[config.mk]
export PLATFORM = sky130hd
export DESIGN_NAME = traffic_light_mode_controller_core
export DESIGN_NICKNAME = d
export VERILOG_FILES = /design/src/rtl/tlmc_pkg.sv /design/src/rtl/tlmc_cfg_regs.sv /design/src/rtl/tlmc_step.sv /design/src/rtl/traffic_light_mode_controller_core.sv
export SDC_FILE = /design/constraint.sdc
export NUM_CORES = 1
export LEC_CHECK = 0
export BUFFER_PORTS_ARGS = -buffer_cell sky130_fd_sc_hd__buf_2
export CAP_MARGIN = 20
export CORE_ASPECT_RATIO = 1.75
export CORE_MARGIN = 8
export CORE_UTILIZATION = 40
export CTS_CLUSTER_DIAMETER = 40
export DETAILED_ROUTE_END_ITERATION = 12
export GPL_ROUTABILITY_DRIVEN = 0
export GPL_TIMING_DRIVEN = 0
export SLEW_MARGIN = 40
export SYNTH_ARGS = -nofsm -noshare
export SYNTH_HDL_FRONTEND = slang
export SYNTH_HIERARCHICAL = 1
export SYNTH_SLANG_ARGS = --single-unit
export TNS_END_PERCENT = 10
[constraint.sdc]
create_clock -name clk_i -period 7.3 [get_ports clk_i]
set_input_delay 0.365 -clock clk_i [delete_from_list [all_inputs] [get_ports clk_i]]
set_output_delay 0.365 -clock clk_i [all_outputs]
set_load 0.02 [all_outputs]
[src/rtl/tlmc_pkg.sv]
// Shared types and constants of the traffic light mode controller.
// Used by every module in rtl/; depends on nothing.
`default_nettype none

package tlmc_pkg;

  // Field widths
  localparam int unsigned ModeW    = 8;
  localparam int unsigned LightW   = 2;
  localparam int unsigned LampW    = 3;
  localparam int unsigned TimeW    = 16;
  localparam int unsigned ElapsedW = 17;
  localparam int unsigned CfgIdxW  = 8;

  // Saturation point of the elapsed counter
  localparam logic [ElapsedW-1:0] ElapsedMax = {ElapsedW{1'b1}};

  // Mode codes
  localparam logic [ModeW-1:0] ModeCycle       = 8'd10;
  localparam logic [ModeW-1:0] ModeBlinkOrange = 8'd20;
  localparam logic [ModeW-1:0] ModeBlinkGreen  = 8'd30;
  localparam logic [ModeW-1:0] ModeBlinkRed    = 8'd40;
  localparam logic [ModeW-1:0] ModeManRed      = 8'd50;
  localparam logic [ModeW-1:0] ModeManGreen    = 8'd52;
  localparam logic [ModeW-1:0] ModeFullRed     = 8'd60;
  localparam logic [ModeW-1:0] ModeFullOrange  = 8'd61;
  localparam logic [ModeW-1:0] ModeFullGreen   = 8'd62;

  // Tracked light codes, also bit positions in the lamp vector
  localparam logic [LightW-1:0] LightRed    = 2'd0;
  localparam logic [LightW-1:0] LightOrange = 2'd1;
  localparam logic [LightW-1:0] LightGreen  = 2'd2;
  localparam logic [LightW-1:0] LightNone   = 2'd3;

  // Configuration register indexes
  localparam logic [CfgIdxW-1:0] CfgGreenTime  = 8'd0;
  localparam logic [CfgIdxW-1:0] CfgRedTime    = 8'd1;
  localparam logic [CfgIdxW-1:0] CfgOrangeTime = 8'd2;
  localparam logic [CfgIdxW-1:0] CfgBlinkHalf  = 8'd3;

  // Reset values
  localparam logic [TimeW-1:0]  GreenTimeRst  = 16'd10000;
  localparam logic [TimeW-1:0]  RedTimeRst    = 16'd10000;
  localparam logic [TimeW-1:0]  OrangeTimeRst = 16'd3000;
  localparam logic [TimeW-1:0]  BlinkHalfRst  = 16'd600;
  localparam logic [LampW-1:0]  LampsRst      = 3'b001;

  typedef struct packed {
    logic [TimeW-1:0] green_time;
    logic [TimeW-1:0] red_time;
    logic [TimeW-1:0] orange_time;
    logic [TimeW-1:0] blink_half;
  } cfg_t;

  typedef struct packed {
    logic [ModeW-1:0]    mode;
    logic [LampW-1:0]    lamps;
    logic [LightW-1:0]   light;
    logic [ElapsedW-1:0] elapsed;
    logic [TimeW-1:0]    phase_len;
    logic                blink;
  } state_t;

endpackage

`default_nettype wire

[src/rtl/tlmc_cfg_regs.sv]
// Configuration register file of the traffic light mode controller.
// Depends on tlmc_pkg.
`default_nettype none

module tlmc_cfg_regs (
  input  wire logic                          clk_i,
  input  wire logic                          rst_ni,
  input  wire logic                          cfg_we_i,
  input  wire logic [tlmc_pkg::CfgIdxW-1:0]  cfg_idx_i,
  input  wire logic [tlmc_pkg::TimeW-1:0]    cfg_wdata_i,
  output tlmc_pkg::cfg_t                     cfg_o
);

  tlmc_pkg::cfg_t cfg_q;

  // Write the addressed register, drop writes beyond the list
  always_ff @(posedge clk_i or negedge rst_ni) begin
    if (!rst_ni) begin
      cfg_q.green_time  <= tlmc_pkg::GreenTimeRst;
      cfg_q.red_time    <= tlmc_pkg::RedTimeRst;
      cfg_q.orange_time <= tlmc_pkg::OrangeTimeRst;
      cfg_q.blink_half  <= tlmc_pkg::BlinkHalfRst;
    end else if (cfg_we_i) begin
      case (cfg_idx_i)
        tlmc_pkg::CfgGreenTime:  cfg_q.green_time  <= cfg_wdata_i;
        tlmc_pkg::CfgRedTime:    cfg_q.red_time    <= cfg_wdata_i;
        tlmc_pkg::CfgOrangeTime: cfg_q.orange_time <= cfg_wdata_i;
        tlmc_pkg::CfgBlinkHalf:  cfg_q.blink_half  <= cfg_wdata_i;
        default: ;
      endcase
    end
  end

  assign cfg_o = cfg_q;

endmodule

`default_nettype wire

[src/rtl/tlmc_step.sv]
// Next-state logic for one request: tick or mode command.
// Purely combinational; depends on tlmc_pkg.
`default_nettype none

module tlmc_step (
  input  wire tlmc_pkg::state_t            state_i,
  input  wire tlmc_pkg::cfg_t              cfg_i,
  input  wire logic                        func_i,
  input  wire logic [tlmc_pkg::ModeW-1:0]  mode_code_i,
  output tlmc_pkg::state_t                 state_o
);

  tlmc_pkg::state_t s;
  logic [tlmc_pkg::LightW-1:0] blink_lamp;
  logic                        do_blink;
  logic                        new_blink;

  always_comb begin
    s          = state_i;
    blink_lamp = tlmc_pkg::LightOrange;
    do_blink   = 1'b0;
    new_blink  = 1'b0;

    // Count the tick or enter a new mode
    if (!func_i) begin
      if (s.elapsed != tlmc_pkg::ElapsedMax) begin
        s.elapsed = s.elapsed + 1'b1;
      end
    end else if (mode_code_i != s.mode) begin
      case (mode_code_i)
        tlmc_pkg::ModeCycle: begin
          s.lamps = tlmc_pkg::LampsRst;
          s.light = tlmc_pkg::LightRed;
        end
        tlmc_pkg::ModeBlinkOrange, tlmc_pkg::ModeBlinkGreen, tlmc_pkg::ModeBlinkRed,
        tlmc_pkg::ModeFullRed, tlmc_pkg::ModeFullOrange, tlmc_pkg::ModeFullGreen: begin
          if (s.light != tlmc_pkg::LightNone) begin
            s.lamps[s.light] = 1'b0;
          end
        end
        default: ;
      endcase
      s.mode = mode_code_i;
    end

    // Run the action of the active mode
    case (s.mode)
      tlmc_pkg::ModeCycle: begin
        if (s.elapsed > {1'b0, s.phase_len}) begin
          s.elapsed = '0;
          case (s.light)
            tlmc_pkg::LightRed: begin
              s.lamps[tlmc_pkg::LightRed]   = 1'b0;
              s.lamps[tlmc_pkg::LightGreen] = 1'b1;
              s.phase_len = cfg_i.green_time;
              s.light     = tlmc_pkg::LightGreen;
            end
            tlmc_pkg::LightOrange: begin
              s.lamps[tlmc_pkg::LightOrange] = 1'b0;
              s.lamps[tlmc_pkg::LightRed]    = 1'b1;
              s.phase_len = cfg_i.red_time;
              s.light     = tlmc_pkg::LightRed;
            end
            tlmc_pkg::LightGreen: begin
              s.lamps[tlmc_pkg::LightGreen]  = 1'b0;
              s.lamps[tlmc_pkg::LightOrange] = 1'b1;
              s.phase_len = cfg_i.orange_time;
              s.light     = tlmc_pkg::LightOrange;
            end
            default: s.phase_len = '0;
          endcase
        end
      end
      tlmc_pkg::ModeBlinkGreen: begin
        do_blink   = 1'b1;
        blink_lamp = tlmc_pkg::LightGreen;
      end
      tlmc_pkg::ModeBlinkRed: begin
        do_blink   = 1'b1;
        blink_lamp = tlmc_pkg::LightRed;
      end
      tlmc_pkg::ModeManRed, tlmc_pkg::ModeFullRed: begin
        s.lamps = 3'b001;
        s.light = tlmc_pkg::LightRed;
      end
      tlmc_pkg::ModeFullOrange: begin
        s.lamps = 3'b010;
        s.light = tlmc_pkg::LightOrange;
      end
      tlmc_pkg::ModeManGreen, tlmc_pkg::ModeFullGreen: begin
        s.lamps = 3'b100;
        s.light = tlmc_pkg::LightGreen;
      end
      default: begin
        do_blink   = 1'b1;
        blink_lamp = tlmc_pkg::LightOrange;
      end
    endcase

    // Blink: track the lamp by phase, toggle when the half period expires
    if (do_blink) begin
      s.light = s.blink ? blink_lamp : tlmc_pkg::LightNone;
      if (s.elapsed > {1'b0, cfg_i.blink_half}) begin
        s.elapsed  = '0;
        new_blink  = ~s.blink;
        s.blink    = new_blink;
        s.lamps[blink_lamp] = ~new_blink;
      end
    end

    state_o = s;
  end

endmodule

`default_nettype wire

[src/rtl/traffic_light_mode_controller_core.sv]
// Traffic light mode controller: request register, step logic, result register.
// Path: an accepted request waits in the request register, then loads the result register.
// Throughput: one request per cycle; a stalled result holds the request register full.
// Reset: asynchronous, active low; mode 10, red lit, elapsed cleared, config at defaults.
// Depends on tlmc_pkg, tlmc_cfg_regs and tlmc_step.
`default_nettype none

module traffic_light_mode_controller_core (
  input  wire logic                          clk_i,
  input  wire logic                          rst_ni,
  input  wire logic                          cfg_we_i,
  input  wire logic [tlmc_pkg::CfgIdxW-1:0]  cfg_idx_i,
  input  wire logic [tlmc_pkg::TimeW-1:0]    cfg_wdata_i,
  input  wire logic                          in_valid_i,
  output wire logic                          in_ready_o,
  input  wire logic                          func_i,
  input  wire logic [tlmc_pkg::ModeW-1:0]    mode_code_i,
  output wire logic                          out_valid_o,
  input  wire logic                          out_ready_i,
  output wire logic                          red_lit_o,
  output wire logic                          orange_lit_o,
  output wire logic                          green_lit_o,
  output wire logic [tlmc_pkg::ModeW-1:0]    mode_now_o,
  output wire logic [tlmc_pkg::LightW-1:0]   light_now_o
);

  tlmc_pkg::cfg_t   cfg;
  tlmc_pkg::state_t state_q, state_d;

  logic                        req_valid_q;
  logic                        req_func_q;
  logic [tlmc_pkg::ModeW-1:0]  req_code_q;
  logic                        res_valid_q;
  logic [tlmc_pkg::LampW-1:0]  res_lamps_q;
  logic [tlmc_pkg::ModeW-1:0]  res_mode_q;
  logic [tlmc_pkg::LightW-1:0] res_light_q;
  logic                        advance;

  tlmc_cfg_regs u_cfg (
    .clk_i       (clk_i),
    .rst_ni      (rst_ni),
    .cfg_we_i    (cfg_we_i),
    .cfg_idx_i   (cfg_idx_i),
    .cfg_wdata_i (cfg_wdata_i),
    .cfg_o       (cfg)
  );

  tlmc_step u_step (
    .state_i     (state_q),
    .cfg_i       (cfg),
    .func_i      (req_func_q),
    .mode_code_i (req_code_q),
    .state_o     (state_d)
  );

  // Move the held request into the result register when it is free
  assign advance    = req_valid_q && (!res_valid_q || out_ready_i);
  assign in_ready_o = !req_valid_q || advance;

  // Request register
  always_ff @(posedge clk_i or negedge rst_ni) begin
    if (!rst_ni) begin
      req_valid_q <= 1'b0;
    end else if (in_ready_o) begin
      req_valid_q <= in_valid_i;
    end
  end

  always_ff @(posedge clk_i) begin
    if (in_ready_o && in_valid_i) begin
      req_func_q <= func_i;
      req_code_q <= mode_code_i;
    end
  end

  // Controller state, updated once per processed request
  always_ff @(posedge clk_i or negedge rst_ni) begin
    if (!rst_ni) begin
      state_q.mode      <= tlmc_pkg::ModeCycle;
      state_q.lamps     <= tlmc_pkg::LampsRst;
      state_q.light     <= tlmc_pkg::LightRed;
      state_q.elapsed   <= '0;
      state_q.phase_len <= tlmc_pkg::RedTimeRst;
      state_q.blink     <= 1'b0;
    end else if (advance) begin
      state_q <= state_d;
    end
  end

  // Result register
  always_ff @(posedge clk_i or negedge rst_ni) begin
    if (!rst_ni) begin
      res_valid_q <= 1'b0;
    end else if (advance) begin
      res_valid_q <= 1'b1;
    end else if (out_ready_i) begin
      res_valid_q <= 1'b0;
    end
  end

  always_ff @(posedge clk_i) begin
    if (advance) begin
      res_lamps_q <= state_d.lamps;
      res_mode_q  <= state_d.mode;
      res_light_q <= state_d.light;
    end
  end

  assign out_valid_o  = res_valid_q;
  assign red_lit_o    = res_lamps_q[tlmc_pkg::LightRed];
  assign orange_lit_o = res_lamps_q[tlmc_pkg::LightOrange];
  assign green_lit_o  = res_lamps_q[tlmc_pkg::LightGreen];
  assign mode_now_o   = res_mode_q;
  assign light_now_o  = res_light_q;

endmodule

`default_nettype wire
[After elaboration in Yosys (flattened, before gate mapping)]
Index checks and enable logic that the tools add are counted.
Operators by class
  $add $sub $neg: 1
  multiply operators: 0
  div/mod/pow operators: 0
  order comparisons: 6
  equal/unequal tests: 23
  shift-type cells: 0
  muxes and demuxes: 27
  bitwise operators: 4
  reduce and logical (&&, ||, !) cells: 21
Operators with widths (count)
  == test 8 x 6 -> 1 bit, second input constant: 10
  two-way mux 17 bit: 3
  one-hot mux 16 bit (3 select lines): 1
  two-way mux 38 bit: 1
  greater-than comparator 17 x 16 -> 1 bit: 2
  two-way mux 33 bit: 1
  two-way mux 13 bit: 2
  == test 8 x 5 -> 1 bit, second input constant: 3
  two-way mux 22 bit: 1
  one-hot mux 5 bit (4 select lines): 1
  adder 17 x 1 -> 17 bit, second input constant: 1
  != test 17 bit, second input constant: 1
  == test 8 x 2 -> 1 bit, second input constant: 2
  == test 8 x 4 -> 1 bit, second input constant: 2
  OR reduction 6 bit: 2
  == test 8 x 1 -> 1 bit, second input constant: 1
  logical NOT 8 bit: 1
  != test 8 bit: 1
  AND reduction 2 bit: 4
  < comparator 2 x 3 -> 1 bit, second input constant: 2
  two-way mux 3 bit: 2
  one-hot mux 1 bit (2 select lines): 3
  one-hot mux 2 bit (3 select lines): 1
  one-hot mux 3 bit (2 select lines): 1
  other kinds (19): 33
Word-level totals
  flip-flop bits (word level): 135
  bits in latches: 0
  RAM bits: 0
  bits in read-only memories: 0
  output and inout bits: 15
  memories kept: 0

[Longest topological paths before layout]
Gate-level depths: netlist of the first run.
  depth after elaboration: 19
  gate-level depth with buffers: 27

[Modules after synthesis]
The synthesis of the first run kept the hierarchy.
By module, submodules not included
  tlmc_step: times used 1, cells each 399, area an instance 2677.6 um^2, sequential area each 0.0 um^2
  traffic_light_mode_controller_core: times used 1, cells each 130, area an instance 2591.2 um^2, sequential area each 1896.8 um^2
  tlmc_cfg_regs: times used 1, cells each 140, area an instance 2501.1 um^2, sequential area each 1627.8 um^2

[Worst setup path after synthesis of the first run]
OpenSTA, ideal clock, no wires.
  kind: register to register
  start: reg state_q[23] (netlist bit)
  end: reg state_q[36] (netlist bit)
  arrival time: 5.681 ns
  data required time: 7.218 ns
  path slack: 1.537 ns
  stages on the path, launching flop included: 28
  period minus slack after synthesis: 5.763 ns
  path through: dfrtp_1 -> and3_1 -> and3_1 -> and3_1 -> a31oi_2 -> and4_1 -> nand4_1 -> xor2_1 -> inv_1 -> ha_1 -> a211o_1 -> a31oi_1 -> a2bb2oi_1 -> a31oi_1 -> nor2_1 -> nor2_1 -> buf_2 -> nor2_1 -> ha_1 -> a21o_1 -> a21o_1 -> a211o_1 -> a211oi_1 -> o32a_1 -> and2b_1 -> a21oi_1 -> a2bb2oi_1 -> mux2_4
RTL lines
  from (decl): line traffic_light_mode_controller_core.sv:28  | tlmc_pkg::state_t state_q, state_d;
  from (signal assigned): line traffic_light_mode_controller_core.sv:86  | state_q <= state_d;

==> impl_metrics.csv, run 1 <==
group,metric,value,unit
sta,period_minus_slack,6.79,ns
cts,htreeDepth,4,
cts,clk_pin_slew,0.06,ns
sta,finalSetupViolations,0,
die,die_area,0.0243,mm^2
detailed_routing,wl_per_cell,19.1,um
cells_and_area,antenna_cells,0,
sta,period_share,93.0,%
cts,insertion_delay,0.42,ns
placed_design,place_area,0.00837,mm^2
die,die_w,121,um
global_route,grt_pass1_vias,6023,
min_path,hold_depth,1,
detailed_routing,drc,0,
worst_setup_path,r2r-start,"state_q[23]",
pwr,powerDensity,269,mW/mm^2
cts,postCtsSetupRepairBufs,0,
sta,fin_setup_tns,0,ns
cts,cts_buffers,17,
yosys,synth_edf_count,22,
detailed_routing,top_layer,"met4",
min_path,hold_end,"req_code_q[2]",
worst_setup_path,crit_arrival,7.09,ns
min_path,holdCritStartpoint,"mode_code_i[2]",
global_route,grt_start_max_net_pins,60,
placed_design,hpwl,14500,um
global_route,track_usage,16.3,%
detailed_routing,totalWireLength,19000,um
sta,tightest_slew,0.700,ns
worst_setup_path,worstSetupPathType,"reg -> reg",
global_route,grt_pass1_wl,31100,um
sta,timing.slew.headroom,53.3,%
cts,cts.sinks,135,
yosys,ys_types,69,
detailed_routing,drt_iter0_drc,294,
yosys,postSynth.asyncResetShare,83.7,%
placed_design,port_buffers,52,
pwr,p_leak,4.19,nW
sta,max_freq,147,MHz
detailed_routing,firstDrtPassIters,5,
sta,slew_violations,0,
status,outcome,"complete, no violations",
yosys,syn_avg_cell_area,11.6,um^2
yosys,ys_seq_elements,135,
cells_and_area,design_area,0.00899,mm^2
worst_setup_path,reg2reg_depth,27,
cells_and_area,area_growth,15.7,%
die,die_height,200,um
flow_run,maxCapViolCount,0,
yosys,ys_dominant_reg_cell,"dfrtp_1",
cts,cts_root_buffer,"clkbuf_16",
sta,setup_slack,0.514,ns
worst_setup_path,r2r_setup_slack,0.51,ns
global_route,antenna_found_initial,0,
detailed_routing,met1_length,7040,um
yosys,syn-cell-area,0.00777,mm^2
detailed_routing,dr_total_vias,5499,
cts,clockBufferDepth,2,
worst_setup_path,crit_path_end_kind,"register",
cts,cts_tree,"done",
worst_setup_path,timing.rr.end,"state_q[37]",
worst_setup_path,required,7.61,ns
die,core_area,0.0191,mm^2
detailed_routing,ant_nets,0,
sta,rsz0062_at_grt,"false",
detailed_routing,via_per_inst,5.52,
die,rows,67,
sta,skew,0.00820,ns
sta,final-hold-violation-count,0,
yosys,ys_warn_count,6,
cells_and_area,nets,817,
yosys,synth.net_count,744,
yosys,ys_seq_area_share,45.4,%
global_route,overflow,0,
min_path,hold_path_class,"in -> reg",
die,start_util,40.7,%
yosys,syn_inst,669,
detailed_routing,met3_length,782,um
placed_design,pre_cts_ws,0.163,ns
detailed_routing,wl_met2,10400,um
worst_setup_path,cp_max_fo,10,
cells_and_area,drive_above_1_share,35.6,%
worst_setup_path,critPathLaunchType,"register",
cells_and_area,layout.core_utilization,47.0,%
die,io_pins,53,
pwr,vdd_drop_max,0.255,mV
[layout make-up]
type	instances	area (um^2)
multi-input cells	454	3880
repair buffers	54	308
clock buffers	25	498
clock inverters	7	90.1
plain buffers	29	193
well taps	241	302
flip-flops and latches	135	3520
fillers	1769	10100
inverters	51	191
[how the worst max path moves through the flow]
stage | startpoint | to | depth (start not counted)
after floorplan | state_q[23] | state_q[36] | 27
after global placement | state_q[23] | state_q[37] | 27
after CTS | state_q[23] | state_q[37] | 27
after detailed placement | state_q[23] | state_q[37] | 27
final | state_q[23] | state_q[37] | 27
after global routing | state_q[23] | state_q[37] | 27
[kinds of logic after synthesis]
logic type | after synthesis | share of synthesized area [%]
flops | 135 | 45.4
mux | 129 | 19.5
compound gates | 91 | 8.60
fa+ha+maj | 37 | 5.96
xor+xnor | 25 | 2.91
simple gates | 172 | 12.7
buf+inv | 80 | 4.93
[registers in the layout (all words and copies together), names as in the netlist]
name         count
req_valid_q      1
mode_now_o       8
req_code_q       8
u_cfg/cfg_o     64
res_lamps_q      3
light_now_o      2
req_func_q       1
out_valid_o      1
state_q         47
[synthesized netlist by cell type, drive strengths merged (4+ instances only)]
library cell  number  area, um^2
mux2i              9        90.1
nand2             23        88.8
a21o               5        37.5
nor2b              5        31.3
ha                37         463
a222oi            16         160
clkbuf            10        37.5
dfstp             29         762
xnor2             14         130
buf               19         154
a21oi             11        55.1
nand2b             5        38.8
nor3               9        50.1
nand4             19         131
nor2              52         195
dfrtp             84        2100
nand3b             4        30.0
xor2              11        96.3
mux2             120        1430
o21ai             29         171
nor4               4        40.0
and3              11        68.8
a31oi              5        37.5
or3               18         113
nor3b              4        30.0
inv               51         191
edfxtp            22         661
and4               4        35.0
[layer usage]
layer  track usage [%]  up-vias
met1              16.5     2727
met5                 0        -
met4              9.48        0
li1                  -     2583
met3              3.75       46
met2              29.4      143
[placed cells by master (no fill, tap or decap), types with 3 or more instances in the layout]
cell	synthesis	final
nand3b_1	4	4
xnor2_1	13	13
a21oi_1	11	11
clkbuf_1	10	15
buf_2	9	60
nor3b_1	4	4
dfstp_2	29	29
nor3_1	8	8
buf_6	9	9
and4_1	4	3
clkinv_2	0	3
nor2_1	52	52
nand2b_1	4	4
nor2b_1	5	5
ha_1	37	37
dfrtp_1	84	84
clkbuf_16	0	19
mux2i_1	9	9
or3_1	18	18
nand2_1	22	22
a21o_1	5	5
edfxtp_1	22	22
a21boi_0	3	3
o21ai_0	26	26
and3_1	11	11
nand3_1	3	3
o31ai_1	3	3
a222oi_1	16	16
mux2_4	20	20
xor2_1	11	11
nand4_1	17	17
nor4_1	3	3
a31oi_1	4	3
mux2_2	100	100
a211oi_1	3	3
inv_1	50	50
[worst max-delay path, cell delays in order (launching register included)]
cell and delay, ns:
dfrtp_1 0.42, and3_1 0.25, and3_1 0.24, and3_1 0.25, a31oi_4 0.31, and4_2 0.37
nand4_1 0.15, xor2_1 0.27, inv_1 0.08, ha_1 0.18, a211o_1 0.28, a31oi_1 0.28
a2bb2oi_1 0.23, a31oi_2 0.14, nor2_1 0.41, nor2_1 0.16, buf_2 0.23, nor2_1 0.14
ha_1 0.25, a21o_1 0.18, a21o_1 0.17, a211o_1 0.31, a211oi_1 0.28, o32a_2 0.31
nor2_1 0.09, mux2i_1 0.15, o221ai_1 0.23, mux2_4 0.33
[what timing repair did]
action	4_1_cts	5_1_grt
hold buffers	1	0
resized for setup	0	6
setup endpoints to repair	0	23
endpoints found under the hold margin	36	0
[power by group]
group	total, mW	internal [mW]	switching [mW]
registers	0.931	0.857	0.0739
logic	0.632	0.266	0.366
clock network	0.858	0.543	0.316
total	2.42	1.67	0.756
[stage by stage]
stage          instances  power (mW)  hold WS (ns)
2_1_floorplan        669        1.36        0.0694
3_3_place_gp         962        1.55         0.486
3_5_place_dp         963        1.57         0.316
4_1_cts              996        2.44        0.0929
5_1_grt              996        2.55        0.0960
6_report             996        2.42         0.119
Note: power is estimated with default switching activity, not from simulation.
==> run 2: changes to the inputs <==
--- a/config.mk
+++ b/config.mk
@@ -17,6 +17,5 @@
 export SLEW_MARGIN = 40
 export SYNTH_ARGS = -nofsm -noshare
 export SYNTH_HDL_FRONTEND = slang
-export SYNTH_HIERARCHICAL = 1
 export SYNTH_SLANG_ARGS = --single-unit
 export TNS_END_PERCENT = 10
==> run 2 against run 1 <==
Effect of this change: final area is 2.1% lower; critical path depth stayed put; die area is 2.3% lower; sequential power is 3.7% lower; core utilization is 0.35 points higher; power is 3.5% lower; largest cell class unchanged; highest routed layer unchanged.
==> impl_metrics.csv, run 2 <==
group,metric,value,unit
cts,cts_buffers,17,
sta,slew_violations,0,
worst_setup_path,cp_slowest_cell,"nor4_1",
yosys,synth_edf_count,22,
die,die_height,198,um
worst_setup_path,path_common_cell,"nor2_1",
worst_setup_path,critPathLaunchType,"register",
cts,htreeDepth,4,
yosys,syn-cell-area,0.00757,mm^2
cts,cts_tree,"done",
global_route,track_usage,16.4,%
sta,fin_setup_tns,0,ns
sta,skew,0.00891,ns
cells_and_area,area_growth,16.2,%
sta,period_share,92.5,%
min_path,holdCritStartpoint,"mode_code_i[7]",
cts,clockBufferDepth,2,
die,core_area,0.0186,mm^2
yosys,synth_xor_area_share,3.21,%
cells_and_area,antenna_cells,0,
yosys,synthAdderAreaFrac,6.11,%
pwr,vdd_drop_max,0.257,mV
cells_and_area,largest_reg_flops,64,
detailed_routing,dr_total_vias,5682,
yosys,synth_top_family_by_area,"simple AND/OR/NAND/NOR gates",
flow_run,maxCapViolCount,0,
detailed_routing,totalWireLength,18600,um
die,start_util,40.8,%
pwr,p_leak,3.90,nW
detailed_routing,drt_iter0_drc,334,
pwr,sequentialPowerShare,38.4,%
yosys,yosysTopAreaCellShare,27.8,%
detailed_routing,via_per_inst,5.57,
yosys,synth_compound_area_share,11.3,%
yosys,synth_area_leaders,"dfrtp_1 (28%), mux2_2 (12%), dfstp_2 (10%), edfxtp_1 (8.7%), ha_1 (6.1%)",
global_route,grt_start_max_net_pins,61,
worst_setup_path,cp_max_fo,10,
yosys,ys_types,73,
min_path,hold_path_class,"in -> reg",
cells_and_area,final_cell_mix,"dfrtp_1 (84), mux2_2 (78), buf_2 (66), nand2_1 (57), nor2_1 (56)",
global_route,grt_pass1_vias,6031,
worst_setup_path,crit_arrival,7.13,ns
worst_setup_path,required,7.67,ns
yosys,ys_seq_elements,135,
yosys,synth-simple-area-share,15.2,%
global_route,overflow,0,
worst_setup_path,r2r-start,"state_q[23]",
die,rows,66,
worst_setup_path,worstSetupPathType,"reg -> reg",
global_route,antenna_found_initial,0,
yosys,ys_dominant_reg_cell,"dfrtp_1",
worst_setup_path,crit_path_end_kind,"register",
placed_design,port_buffers,52,
worst_setup_path,cp-startpoint,"state_q[23]",
placed_design,hpwl,14200,um
sta,max_freq,148,MHz
yosys,ys_seq_area_share,46.5,%
pwr,power_frac_comb,23.9,%
yosys,ys_warn_count,0,
yosys,syn_inst,697,
cells_and_area,nets,845,
global_route,grt_pass1_wl,30600,um
pwr,netSwitchingFraction,31.4,%
sta,finalSetupViolations,0,
cells_and_area,layout.core_utilization,47.4,%
yosys,synth.net_count,772,
sta,tightest_slew,0.709,ns
yosys,synth_top_cell_by_area,"dfrtp_1",
detailed_routing,firstDrtPassIters,5,
die,die_w,120,um
sta,final-hold-violation-count,0,
detailed_routing,wl_per_cell,18.2,um
worst_setup_path,cp_slowest_stage_delay,0.66,ns
sta,period_minus_slack,6.75,ns
yosys,muxShareOfSynthArea,12.7,%
pwr,switchingPower,733,uW
detailed_routing,drc,0,
pwr,p_total,2.34,mW
yosys,yosys-top-cells-count,"dfrtp_1 (84), mux2_2 (78), nand2_1 (57)",
cts,clk_pin_slew,0.06,ns
pwr,powerDensity,265,mW/mm^2
cts,post_cts_resized,0,
pwr,p_int,1.60,mW
yosys,synth_most_common_cell,"dfrtp_1",
yosys,postSynth.asyncResetShare,83.7,%
pwr,p_clk_share,37.7,%
cts,cts.sinks,135,
sta,timing.slew.headroom,52.3,%
status,outcome,"complete, no violations",
cells_and_area,drive_above_1_share,30.5,%
worst_setup_path,r2r_setup_slack,0.55,ns
die,io_pins,53,
cells_and_area,final_common_cell,"dfrtp_1",
cells_and_area,fillers,1725,
sta,rsz0062_at_grt,"false",
detailed_routing,ant_nets,0,
die,die_area,0.0238,mm^2
cts,insertion_delay,0.43,ns
yosys,syn_avg_cell_area,10.9,um^2
cts,cts_root_buffer,"clkbuf_16",
==> run 2: cell count changes in the layout (fill, tap and decap cells not counted), moves of 6 or more <==
cell / previous run / this run
and3_1: 11 / 4
buf_2: 60 / 66
buf_6: 9 / 1
mux2_2: 100 / 78
mux2_4: 20 / 0
nand2_1: 22 / 57
nand3_1: 3 / 14
nor2b_1: 5 / 11
o21ai_0: 26 / 17
o31ai_1: 3 / 17
or3_1: 18 / 1
==> run 2: final timing paths <==
kind                              endpoint  cells past startpoint
min in group asynchronous  u_cfg.cfg_o[12]                      2
hold / removal               req_code_q[7]                      1
hold reg to reg                 state_q[3]                      2
setup reg to reg               state_q[28]                     27
max in group asynchronous      state_q[36]                      3
setup / recovery               state_q[28]                     27
==> run 2: critical path, delay by kind of cell (launching register included) <==
family / cells / cell delay, ns
XOR/XNOR: 1 / 0.27
adder cells (fa/ha/maj): 2 / 0.62
AND/OR/NAND/NOR: 11 / 2.29
buffers and inverters: 4 / 0.96
flip-flops: 1 / 0.32
AO/OA/AOI/OAI: 9 / 2.21
==> run 2: final cells by class <==
| class | count | area, um^2 | share of cell area (%) |
|---|---|---|---|
| Multi-Input combinational cell | 473 | 3680 | 41.8 |
| Sequential cell | 135 | 3520 | 40.0 |
| Clock buffer | 19 | 475 | 5.40 |
| Timing Repair Buffer | 54 | 308 | 3.50 |
| Tap cell | 238 | 298 | 3.38 |
| Buffer | 39 | 190 | 2.16 |
| Inverter | 50 | 188 | 2.13 |
| Clock inverter | 13 | 141 | 1.61 |
==> run 2: what timing repair did <==
action                    4_1_cts  5_1_grt
hold buffers                    1        0
buffers inserted                0        0
hold endpoints to repair       34        0
==> run 2: power groups by stage <==
stage / Sequential (mW) / Combinational [mW] / Clock (mW)
finish: 0.897 / 0.558 / 0.881
global route: 0.905 / 0.612 / 0.934
CTS: 0.896 / 0.563 / 0.904
detailed placement: 0.909 / 0.560 / 0
global placement: 0.906 / 0.544 / 0
floorplan: 0.908 / 0.372 / 0
==> run 2: logic make-up (layout without fill, tap and decap cells) <==
logic type | count (synthesis) | count (layout)
XOR/XNOR | 26 | 26
flip-flops | 135 | 135
multiplexers | 85 | 85
AO/OA/AOI/OAI | 111 | 111
buffers and inverters | 89 | 175
AND/OR/NAND/NOR | 214 | 214
adder cells (fa/ha/maj) | 37 | 37
==> run 2: metal layers <==
layer | track usage, % | vias to the layer above | share of wire, %
met2 | 30.9 | 126 | 56
met5 | 0 | - | 0
li1 | - | 2669 | -
met4 | 8.37 | 0 | 3.4
met3 | 3.68 | 41 | 3.5
met1 | 16.3 | 2846 | 37
==> run 2: per-stage QoR <==
| stage | std cells | area, um^2 | hold slack [ns] | setup slack, ns |
|---|---|---|---|---|
| after floorplan | 697 | 7570 | 0.0694 | 1.80 |
| after global placement | 987 | 8130 | 0.465 | 0.605 |
| after detailed placement | 988 | 8170 | 0.316 | 0.598 |
| after CTS | 1021 | 8800 | 0.0930 | 0.510 |
| after global routing | 1021 | 8800 | 0.0947 | 0.134 |
| final | 1021 | 8800 | 0.114 | 0.545 |
